<file path="config.mk">
export PLATFORM = sky130hd
export DESIGN_NAME = gn2d_grad_ram
export DESIGN_NICKNAME = d
export VERILOG_FILES = /design/src/rtl/gradient_noise_2d_unit_assert.svh /design/src/rtl/gn2d_grad_ram.sv
export SDC_FILE = /design/constraint.sdc
export NUM_CORES = 2
export LEC_CHECK = 0
export BUFFER_PORTS_ARGS = -buffer_cell sky130_fd_sc_hd__buf_2
export CAP_MARGIN = 0
export CORE_ASPECT_RATIO = 2
export CORE_MARGIN = 3
export CORE_UTILIZATION = 42
export CTS_BUF_LIST = sky130_fd_sc_hd__clkbuf_4 sky130_fd_sc_hd__clkbuf_8 sky130_fd_sc_hd__clkbuf_16
export DETAILED_ROUTE_END_ITERATION = 8
export SLEW_MARGIN = 20
export SYNTH_ARGS = -nofsm -noshare
export SYNTH_HDL_FRONTEND = slang
export SYNTH_SLANG_ARGS = --single-unit
</file>
<file path="constraint.sdc">
create_clock -name clk -period 3.88 [get_ports clk]
set_input_delay 0.776 -clock clk [delete_from_list [all_inputs] [get_ports clk]]
set_output_delay 0.776 -clock clk [all_outputs]
set_load 0.02 [all_outputs]
</file>
<file path="src/rtl/gradient_noise_2d_unit_assert.svh">
// ----------------------------------------------------------------------------
// gradient_noise_2d_unit_assert.svh
// Assertion macros for the gradient noise unit.
// ----------------------------------------------------------------------------
`ifndef GRADIENT_NOISE_2D_UNIT_ASSERT_SVH
`define GRADIENT_NOISE_2D_UNIT_ASSERT_SVH

`ifndef SYNTH
// same-cycle implication
`define GN2D_ASSERT_NOW(label, clk, rst_n, ante, cons) \
    label: assert property (@(posedge clk) disable iff (!rst_n) (ante) |-> (cons)) \
        else $error("assertion failed");
// next-cycle implication
`define GN2D_ASSERT_NEXT(label, clk, rst_n, ante, cons) \
    label: assert property (@(posedge clk) disable iff (!rst_n) (ante) |=> (cons)) \
        else $error("assertion failed");
`else
`define GN2D_ASSERT_NOW(label, clk, rst_n, ante, cons)
`define GN2D_ASSERT_NEXT(label, clk, rst_n, ante, cons)
`endif

`endif

</file>
<file path="src/rtl/gn2d_grad_ram.sv">
// ----------------------------------------------------------------------------
// gn2d_grad_ram
// Gradient code table copy: one write port, one registered read port.
// ----------------------------------------------------------------------------
`default_nettype none

module gn2d_grad_ram #(
    parameter int DEPTH = 1024,
    parameter int AW    = 10
) (
    input  wire logic          clk,
    input  wire logic          we,
    input  wire logic [AW-1:0] waddr,
    input  wire logic [1:0]    wdata,
    input  wire logic          en,
    input  wire logic [AW-1:0] raddr,
    output logic [1:0]         rdata
);
    logic [1:0] mem [DEPTH];
    logic [1:0] rdata_reg;

    always_ff @(posedge clk)
    begin
        if (we)
        begin
            mem[waddr] <= wdata;
        end
        if (en)
        begin
            rdata_reg <= mem[raddr];
        end
    end

    assign rdata = rdata_reg;
endmodule

`default_nettype wire

</file>
Yosys cells after proc, flatten, opt, wreduce, memory -nomap -nowiden. Memories as Yosys holds them, arrays and structs flattened. A register that Yosys moved wholly into a read port is not among the register bits. Index checks and enable logic that the tools add are counted. Widths: inputs -> output; s select.

Mux-type cells: 2. Eq/ne operators: 0. Multipliers: 0. Order comparisons: 0. Shifts and indexed selects: 0. Reduce and logical (&&, ||, !) cells: 0. Bitwise logic cells: 0. $add $sub $neg: 0. Div/mod/pow operators: 0.

Operator list (count): $mux 1 (2).

Memory bits (read-only): 0. Logic and storage cells: 3. RAM bits: 2048. Memories: 1. Output and inout bits: 2. Bits in latches: 0. Flip-flop bits (word level): 0.

Memories: mem (depth 1024, bits a word 2, read ports 1, clocked after memory_dff 1, write ports 1, RTL line gn2d_grad_ram.sv:19) `logic [1:0] mem [DEPTH];`.

Depth between registers and ports, before layout.
Word-level depth: 2. Mapped depth: 15. Mapped depth without buffers: 8.

Least setup slack after synthesis. No wires, ideal clock.

Kind: in2reg. From: input port raddr[0]. To: register rdata_reg[1] (netlist: rdata[1]), read port of mem (data pin). Required time: 3.603 ns. Setup slack: 0.605 ns. Stages on the path: 12. Path buffers: 5. Arrival: 2.998 ns. Path through: buf_6 buf_12 buf_8 buf_6 buf_6 mux4_2 a221oi_1 o21ai_0 nor3_1 o31ai_1 o31ai_1 nand4_1.

RTL lines: start, declared (RTL line gn2d_grad_ram.sv:16) `input wire logic [AW-1:0] raddr,`; end, declared (RTL line gn2d_grad_ram.sv:20) `logic [1:0] rdata_reg;`.

==> qor.csv <==
stage;metric;value;unit
placement;HPWL Detailed;156000;um
placement;placed cells;7358;
cells_and_area;most common cell after layout, fill and taps aside;edfxtp_1;
clock_network;Clock Latency Late Sink;840;ps
global_route;largest net degree at the start of global routing;135;
placement;Cell Area, Placed;89300;um^2
power_and_ir_drop;Comb pwr share;5.9;%
die;Site Rows;231;
drt;drt pass-1 iters;5;
min_path;source of the worst hold timing path;en;
run_status;status;complete, no violations;
setup_path;Setup CP Type;primary input to register;
power_and_ir_drop;Pwr Total;44.5;mW
cells_and_area;Area growth syn-to-layout;13.2;%
synth;asr flop ratio synth;0;%
timing;slew margin rel.;24.9;%
timing;final period utilization;93.4;%
clock_network;CTS clk-pin slew, worst paths;70;ps
global_route;met1 Resource Use GR;26.8;%
synth;largest area contributor in the netlist;edfxtp_1;
timing;fmax;0.276;GHz
synth;EDFF count, synth;2050;
die;Die Y;638;um
timing;fin. max-slew vios;0;
cells_and_area;max FFs per register;2048;
clock_network;htree depth;4;
timing;Setup-failing EPs final;0;
die;chip width;322;um
placement;port bufs;26;
synth;Avg Inst Size Synth;17.5;um^2
setup_path;Crit. Startpoint;raddr[0];
synth;Synth cell types;65;
drt;DRT Wirelength;249000;um
setup_path;CP bufs+invs;5;
placement;Post-Place Worst Slack;-375;ps
global_route;GR Util met3;3.30;%
setup_path;Reg2Reg Capture Point;rdata[1]$_DFFE_PP_;
synth;top_reg_cell synth;edfxtp_1;
cells_and_area;final core area utilization;47.8;%
setup_path;worst path required time;4550;ps
drt;drt drc;0;
power_and_ir_drop;Int Pwr;35.0;mW
power_and_ir_drop;peak supply drop;493;uV
cells_and_area;fin nets;4995;
global_route;busiest grt layer;met2;
synth;yosys warns;0;
placement;GPL Wtd Cong;0.866;
synth;Syn Std Cell Area;83800;um^2
cells_and_area;Post-Layout Inst Area;94900;um^2
drt;drt initial violations;4965;
clock_network;hold_buf cts;0;
setup_path;critical path peak fanout;22;
clock_network;Root Buffer;clkbuf_16;
setup_path;Worst Path Arrival;4290;ps
power_and_ir_drop;NetSw;9.48;mW
setup_path;max incr delay on CP;680;ps
cells_and_area;final std cells w/o fill;7670;
die;Placeable Area;198000;um^2
clock_network;post-CTS setup buffers;0;
drt;routed len/inst;32.5;um
setup_path;worst r2r src;mem[956][1]$_DFFE_PP_;
timing;clk_skew;35.7;ps
die;Initial Util;42.3;%
global_route;antenna violations before repair;17;
synth;post-synthesis sequential area ratio;73.5;%
cells_and_area;most frequent cells in the layout;edfxtp_1, nor2_1, mux4_2, buf_4, mux2i_1;
power_and_ir_drop;Reg power frac;54.7;%
job;max-cap violations;0;
setup_path;slack of the worst reg-to-reg path;760;ps
die;DIE AREA;205000;um^2
clock_network;CTS tree;done;
clock_network;clk sinks;2050;
timing;Slew @ Worst Pin;1130;ps
synth;Syn Nets;4818;
setup_path;crit path capture;rdata[0]$_DFFE_PP_;
setup_path;CP Capture Type;register;
setup_path;Crit path max-delay family;simple AND/OR/NAND/NOR gates;
cells_and_area;share of layout cells above drive strength 1;23.2;%
die;I/O pins;27;
global_route;Total Routing Usage GR;24.3;%
timing;fin crit period;3630;ps
min_path;Hold/Removal Path Class;primary input to register;
power_and_ir_drop;Power Dens Cells;469;nW/um^2
drt;vias per cell;6.03;
global_route;first-pass GRT wire length;352000;um
setup_path;crit start category;primary input;
setup_path;slowest stage cell, crit path;nor3_1;
global_route;GRT overflow;0;
clock_network;Num CTS Buffers;173;
clock_network;Clock Path Buffers;4;
power_and_ir_drop;Clock power frac;39.4;%
synth;ranking of synthesized cells by area;edfxtp_1, mux4_2, nor2_1, mux2i_1, clkbuf_1;
setup_path;Levels on crit path;13;
power_and_ir_drop;LEAKAGE;29.0;nW
power_and_ir_drop;sw frac;21.3;%
synth;post-synth top area share;73.5;%
timing;RSZ-0062 raised after global routing;no;
synth;Mapped Cells;4793;
setup_path;Worst R2R Path Depth;8;
timing;Final WS setup;254;ps
synth;Yosys reg bits;2050;
setup_path;crit-path cells;buf_8, buf_12, buf_4, buf_4, mux2i_1, o221ai_1, nor4_1, nor3_1, nand4_1, o21ai_0, buf_4, nand4_1, nand4_1;
global_route;GRT met2 Usage;43.8;%
global_route;vias in the first global route;49052;
drt;DR vias;46271;
clock_network;Post-CTS Resized;0;
timing;Final Hold Fails;0;
drt;Antenna Nets Post-Route;0;
-- per-layer routing --
layer  vias up  routed length (um)
li1      19168                   -
met1     24443               81500
met2      2011              133000
met3       639               16100
met4        10               18400
met5         -                  71
-- power groups by stage --
stage          sequential [mW]  combinational [mW]  clock, mW
4_1_cts                   24.4                2.64       17.7
2_1_floorplan             24.9                1.27          0
3_5_place_dp              24.9                2.63          0
5_1_grt                   24.3                2.73       18.5
3_3_place_gp              24.9                2.62          0
6_report                  24.4                2.62       17.5
-- per-stage QoR --
stage / hold WS, ps / setup TNS (ps)
floorplan: 875 / 0
global placement: 1130 / -951
detailed placement: 1120 / -708
CTS: 259 / 0
global route: 298 / 0
finish: 311 / 0
-- synthesized netlist by cell type (8+ instances only) --
cell type / number
edfxtp_1: 2050
nor2_1: 1054
mux4_2: 449
clkbuf_1: 239
mux2i_1: 205
nand2_1: 96
o221ai_1: 82
a21oi_1: 70
buf_1: 54
a22oi_1: 45
nor3_1: 45
o22ai_1: 45
nand3_1: 39
o21ai_0: 36
buf_6: 33
buf_4: 28
buf_2: 26
buf_8: 14
a211oi_1: 13
a221oi_1: 13
a22o_1: 13
nand4_1: 13
nor2b_1: 13
nor3b_1: 10
nor4_1: 9
and3_1: 8
mux2_2: 8
nand2b_1: 8
-- kinds of logic (layout without fill, tap and decap cells) --
kind of cell    Yosys count  count (layout)  synth area share (%)
flops                  2050            2050                  73.5
simple gates           1324            1324                  6.40
other cells               0              11                     0
compound gates          353             353                  2.98
buf+inv                 402             705                  2.49
mux                     664             664                  14.7
-- area by class of cell --
type	instances	area, um^2
diodes	11	27.5
clock buffers	215	4710
clock inverters	86	843
fillers	16679	103000
inverters	6	26.3
multi-input cells	2341	20500
flip-flops and latches	2050	61600
well taps	2563	3210
repair buffers	398	3960
-- worst min-delay path by stage --
stage                                to  slack (ps)  cells past startpoint
finish               rdata[0]$_DFFE_PP_         310                      1
global route         rdata[0]$_DFFE_PP_         300                      1
CTS                  rdata[0]$_DFFE_PP_         260                      1
detailed placement   rdata[1]$_DFFE_PP_        1120                      1
global placement     rdata[0]$_DFFE_PP_        1130                      1
floorplan           mem[0][0]$_DFFE_PP_         870                      0
(Power assumes the default switching activity.)
