$ cat src/rtl/gradient_noise_2d_unit_assert.svh
// ----------------------------------------------------------------------------
// gradient_noise_2d_unit_assert.svh
// Assertion macros for the gradient noise unit.
// ----------------------------------------------------------------------------
`ifndef GRADIENT_NOISE_2D_UNIT_ASSERT_SVH
`define GRADIENT_NOISE_2D_UNIT_ASSERT_SVH

`ifndef SYNTH
// same-cycle implication
`define GN2D_ASSERT_NOW(label, clk, rst_n, ante, cons) \
    label: assert property (@(posedge clk) disable iff (!rst_n) (ante) |-> (cons)) \
        else $error("assertion failed");
// next-cycle implication
`define GN2D_ASSERT_NEXT(label, clk, rst_n, ante, cons) \
    label: assert property (@(posedge clk) disable iff (!rst_n) (ante) |=> (cons)) \
        else $error("assertion failed");
`else
`define GN2D_ASSERT_NOW(label, clk, rst_n, ante, cons)
`define GN2D_ASSERT_NEXT(label, clk, rst_n, ante, cons)
`endif

`endif

$ cat src/rtl/gn2d_pkg.sv
// ----------------------------------------------------------------------------
// gn2d_pkg
// Shared constants and types of the gradient noise unit.
// ----------------------------------------------------------------------------
`default_nettype none

package gn2d_pkg;

    localparam int TABLE_SIZE_DEF      = 1024;
    localparam int COORD_FRAC_BITS_DEF = 16;

    localparam int HASH_BITS = 12;   // enough for the largest table
    localparam int IDX_BITS  = 13;   // holds a write index and the table size

    localparam logic [31:0] HASH_MUL_X = 32'd1836311903;
    localparam logic [31:0] HASH_MUL_Y = 32'd2971215073;
    localparam logic [32:0] HASH_ADD   = 33'd4807526976;

    localparam logic signed [15:0] RANGE_LO_RST = -16'sd4096;
    localparam logic signed [15:0] RANGE_HI_RST = 16'sd4096;

    localparam logic REG_RANGE_LO = 1'b0;
    localparam logic REG_RANGE_HI = 1'b1;

    localparam logic KIND_WRITE = 1'b0;
    localparam logic KIND_EVAL  = 1'b1;

    typedef enum logic [1:0] {
        GRAD_POS_X = 2'd0,
        GRAD_NEG_X = 2'd1,
        GRAD_POS_Y = 2'd2,
        GRAD_NEG_Y = 2'd3
    } grad_code_t;

    localparam logic [16:0] ONE_Q16 = 17'd65536;

endpackage

`default_nettype wire

$ cat src/rtl/gn2d_fade.sv
// ----------------------------------------------------------------------------
// gn2d_fade
// Three-stage quintic fade 6t^5-15t^4+10t^3 on a Q0.16 fraction.
// ----------------------------------------------------------------------------
`default_nettype none

module gn2d_fade (
    input  wire logic        clk,
    input  wire logic        en,
    input  wire logic [15:0] t,
    output logic [16:0]      s
);
    import gn2d_pkg::*;

    logic [15:0] t_reg;
    logic [31:0] t2_reg;
    logic [15:0] t3_reg;
    logic [20:0] poly_reg;
    logic [16:0] s_reg;

    logic [47:0] t3_prod;
    logic [36:0] poly_sum;
    logic [36:0] s_prod;
    logic [20:0] s_raw;
    logic [16:0] s_next;

    always_comb
    begin
        t3_prod  = 48'(t2_reg) * 48'(t_reg);
        poly_sum = (37'd10 << 32) + 37'(t2_reg) * 37'd6 - ((37'(t_reg) * 37'd15) << 16);
        s_prod   = 37'(t3_reg) * 37'(poly_reg);
        s_raw    = s_prod[36:16];
        s_next   = (s_raw > 21'(ONE_Q16)) ? ONE_Q16 : s_raw[16:0];
    end

    always_ff @(posedge clk)
    begin
        if (en)
        begin
            t_reg    <= t;
            t2_reg   <= 32'(t) * 32'(t);
            t3_reg   <= t3_prod[47:32];
            poly_reg <= poly_sum[36:16];
            s_reg    <= s_next;
        end
    end

    assign s = s_reg;
endmodule

`default_nettype wire
$ cat config.mk
export PLATFORM = sky130hd
export DESIGN_NAME = gn2d_fade
export DESIGN_NICKNAME = d
export VERILOG_FILES = /design/src/rtl/gradient_noise_2d_unit_assert.svh /design/src/rtl/gn2d_pkg.sv /design/src/rtl/gn2d_fade.sv
export SDC_FILE = /design/constraint.sdc
export NUM_CORES = 2
export LEC_CHECK = 0
export ABC_AREA = 0
export BUFFER_PORTS_ARGS = -buffer_cell sky130_fd_sc_hd__buf_2
export CAP_MARGIN = 0
export CORE_MARGIN = 2
export CORE_UTILIZATION = 30
export CTS_BUF_LIST = sky130_fd_sc_hd__clkbuf_4 sky130_fd_sc_hd__clkbuf_8
export DETAILED_ROUTE_END_ITERATION = 16
export PLACE_DENSITY_LB_ADDON = 0.2
export SLEW_MARGIN = 25
export SYNTH_ARGS = -nofsm -noshare
export SYNTH_HDL_FRONTEND = slang
export SYNTH_SLANG_ARGS = --single-unit
$ cat constraint.sdc
create_clock -name clk -period 9 [get_ports clk]
set_clock_uncertainty 0.05 [all_clocks]
set_input_delay 1.35 -clock clk [delete_from_list [all_inputs] [get_ports clk]]
set_output_delay 1.35 -clock clk [all_outputs]
set_load 0.05 [all_outputs]
* Yosys cells after proc, flatten, opt, wreduce, memory -nomap -nowiden
Cells that the tools add are included.
Storage, ports and cells: input port bits 18, ROM bits 0, logic and storage cells 13, bits in registers 102, memories 0, memory bits (writable) 0, latch bits 0, output and inout port bits 17
Cells by class: eq/ne operators 0, reductions and logical operators 0, $lt $le $gt $ge 1, bitwise gates (word level) 0, multiply operators 5, shift operators 0, add/sub/neg operators 2, divide/modulo/power cells 0, multiplexer cells 0
Operators by type and width (number):
- 32-bit by 16-bit multiplier with 48-bit output | 1
- 36-bit by 35-bit adder with 37-bit output, first input constant | 1
- 16-bit by 21-bit multiplier with 37-bit output | 1
- 37-bit by 36-bit subtractor with 37-bit output | 1
- 32-bit by 2-bit multiplier with 34-bit output, second input constant | 1
- 16-bit by 16-bit multiplier with 32-bit output | 1
- 21-bit by 17-bit greater-than comparator with 1-bit output, second input constant | 1
- 16-bit by 4-bit multiplier with 20-bit output, second input constant | 1

* Longest topological paths before layout
word-level depth 3, mapped depth 26, depth with buffers taken out 24

* Worst setup path after synthesis
OpenSTA, ideal clock, no wires.
kind input to register, start in t[6], end reg t2_reg[31], data pin, arrival time 6.828 ns, required time 8.690 ns, stages on the path 23, slack 1.862 ns, path buffers 1, setup time 0.260 ns, path through clkbuf_1 -> nand2_1 -> fa_1 -> inv_1 -> fa_1 -> inv_1 -> fa_1 -> inv_1 -> fa_1 -> inv_1 -> fa_1 -> fa_1 -> inv_1 -> ha_1 -> a21o_1 -> a211oi_1 -> o21a_1 -> o211a_1 -> o31ai_1 -> o41ai_1 -> o21ai_1 -> a21oi_1 -> xnor2_1
Between the ends: cells in the longest elaborated chain, start to end 1
Ends and longest elaborated chain:
- start, declared | line gn2d_fade.sv:10 | input wire logic [15:0] t,
- 16-bit by 16-bit multiplier with 32-bit output | line gn2d_fade.sv:41 | t2_reg <= 32'(t) * 32'(t);
- end signal, assigned | line gn2d_fade.sv:41
- end, declared | line gn2d_fade.sv:16 | logic [31:0] t2_reg;
Every way passes these cells. A chain may end at the register's enable or synchronous reset.

* Worst setup path after layout
start reg t_reg[1], end reg t3_reg[12], data pin
Between the ends: cells in the longest elaborated chain, start to end 1
Ends and longest elaborated chain:
- start, declared | line gn2d_fade.sv:15 | logic [15:0] t_reg;
- start signal, assigned | line gn2d_fade.sv:40 | t_reg <= t;
- 32-bit by 16-bit multiplier with 48-bit output | line gn2d_fade.sv:29 | t3_prod = 48'(t2_reg) * 48'(t_reg);
- net t3_prod[44] | line gn2d_fade.sv:21 | logic [47:0] t3_prod;
- end signal, assigned | line gn2d_fade.sv:42 | t3_reg <= t3_prod[47:32];
- end, declared | line gn2d_fade.sv:17 | logic [15:0] t3_reg;
The timed path passes the listed nets, and every way through them passes these cells.

==> results.json <==
{
  "fin_tns_setup_ps": 0,
  "gr-total-overflow": 0,
  "drt-total-wl_um": 105000,
  "arrival_ps": 7960,
  "vias": 27900,
  "maxSlewViolCount": 0,
  "drv_cap": 0,
  "grt_pass1_wl_um": 173000,
  "avgSynthCellArea_um2": 9.16,
  "gp_congestion": 0.822,
  "io_buffers": 34,
  "synth_edf_count": 100,
  "grt_usage_pct": 16.1,
  "crit_fanout": 18,
  "seq_area_um2": 3000,
  "multi_input_area_um2": 32500,
  "fin_cells": 6043,
  "core_area_um2": 132000,
  "layout_common_cells": "inv_1, fa_1, nand2_1",
  "crit_type": "reg -> reg",
  "path_buf_inv": 5,
  "cts_sinks": 100,
  "wl_per_cell_um": 17.3,
  "cp_data_required_time_ps": 9300,
  "hold_viol_final": 0,
  "synthArstFlopShare_pct": 0,
  "drive_gt1_share_pct": 2.78,
  "period_needed_ps": 7650,
  "path_clk_slew_ps": 140,
  "first_global_vias": 31200,
  "crit_top_cell": "fa_1",
  "max_slew_margin_pct": 27.4,
  "ys.flop_type": "edfxtp_1",
  "cts_setup_buffers": 0,
  "rsz0062_at_grt": "false",
  "num-fill-cells": 13900,
  "yosys_warnings": 0,
  "path_cells": "nand2_1, fa_1, inv_1, fa_1, inv_1, fa_1, inv_1, fa_1, inv_1, fa_1, inv_1, fa_1, ha_1, and3_1, nand4_1, o311ai_2, a41oi_4, a2111oi_4, o2111ai_2, a311o_1, a32oi_1",
  "dp_cells": 6025,
  "drc_errors": 0,
  "nets": 5598,
  "syn_area_um2": 39800,
  "grt_max_degree": 56,
  "drt-pass1-iter-count": 5,
  "status": "complete, no violations",
  "synthDistinctLibCells": 86,
  "yosysSeqAreaShare_pct": 7.54,
  "antenna_found_initial": 3,
  "critPathMaxStageDelay_ps": 1060,
  "clockBufferDepth": 2,
  "start_kind": "flip-flop",
  "whs_ps": 1190,
  "die-area_um2": 136000,
  "syn_inst": 4346,
  "cts_tree": "built",
  "cts-resized-gates": 0,
  "critPathTopFamily": "adder cells",
  "die_width_um": 368,
  "std_cell_rows": 133,
  "holdBufCountCts": 0,
  "fmax_mhz": 131,
  "start_util_pct": 30.2,
  "tightest_slew_ps": 1090,
  "period_share_pct": 85.1,
  "numCtsBuffers": 9,
  "largest_reg_flops": 30,
  "slowest_stage": "edfxtp_1",
  "drtIter0Drc": 1349,
  "layout_commonest_cell": "inv_1",
  "area_delta_synth_final_pct": 5.89,
  "setup_violations": 0,
  "dieHeight_um": 368,
  "hold_path_class": "in -> reg",
  "h-tree-depth": 3,
  "antenna_left": 0,
  "synth-seq-cells": 100,
  "root_buffer": "clkbuf_8",
  "worstSkewPairLatency_ps": 510,
  "end_kind": "flip-flop",
  "vias_per_cell": 4.62,
  "ios": 35,
  "place_hpwl_um": 82600
}
[metrics by stage]
stage,cell area [um^2],utilization (%),setup slack [ps]
floorplan,39800,-,1860
global placement,41900,31.8,1210
detailed placement,41900,31.9,1180
CTS,42100,32.0,1300
global route,42200,32.0,957
finish,42200,32.0,1350
[synthesized netlist by cell type (20+ instances only)]
| cell type | count | share of area, % |
|---|---|---|
| nor2_1 | 92 | 0.87 |
| fa_1 | 864 | 43 |
| ha_1 | 434 | 14 |
| o21ai_1 | 25 | 0.31 |
| nand3_1 | 30 | 0.38 |
| xnor2_1 | 73 | 1.6 |
| nand4_1 | 21 | 0.33 |
| edfxtp_1 | 100 | 7.5 |
| nor3_1 | 35 | 0.44 |
| o21ai_0 | 46 | 0.58 |
| xor2_1 | 50 | 1.1 |
| a21o_1 | 46 | 0.87 |
| and2_1 | 319 | 5.0 |
| clkbuf_1 | 155 | 1.5 |
| nand2_1 | 690 | 6.5 |
| a21oi_1 | 124 | 1.6 |
| inv_1 | 982 | 9.3 |
| and3_1 | 20 | 0.31 |
[per-layer routing]
layer	routed length (um)	share of wire (%)	up-vias	global-route usage (%)
met2	51100	49	405	28.1
met4	1170	1.1	0	2.45
met3	3040	2.9	73	1.49
li1	-	-	13100	-
met5	0	0	-	0
met1	49500	47	14400	22.0
[worst reg2reg max path: cells and delay by family (launching register included)]
family / cells / cell delay (ps)
buffers and inverters: 5 / 250
AND/OR/NAND/NOR: 3 / 600
AO/OA/AOI/OAI: 6 / 2190
adder cells (fa/ha/maj): 7 / 3350
flip-flops: 1 / 1060
[final cells by class]
class	instances	area share, %
clock buffer	9	0.294
clock inverter	7	0.163
antenna	1	0.00594
multi-input combinational	3111	77.2
tap	1755	5.21
inverter	982	8.74
sequential	100	7.12
timing repair buffer	78	1.26
[worst paths after layout]
| path | start | to | slack (ps) | depth (start not counted) |
|---|---|---|---|---|
| worst min register to register | t2_reg[31] | poly_reg[18] | 1460 | 7 |
| worst max-delay path | t_reg[1] | t3_reg[12] | 1350 | 21 |
| worst max register to register | t_reg[1] | t3_reg[12] | 1350 | 21 |
| worst min-delay path | t[8] | t_reg[8] | 1190 | 1 |
[kinds of logic (layout without fill, tap and decap cells)]
family          Yosys count  after routing  share of synthesized area [%]
mux                       1              1                         0.0283
fa+ha+maj              1298           1298                           57.1
xor+xnor                123            123                           2.71
compound gates          402            402                           6.75
simple gates           1281           1281                           15.1
flops                   100            100                           7.54
other cells               2              7                         0.0189
buf+inv                1139           1076                           10.7
Power is left out: the tool's default activity adds up to more than one toggle a clock period on the data nets, which glitch-free logic cannot reach.
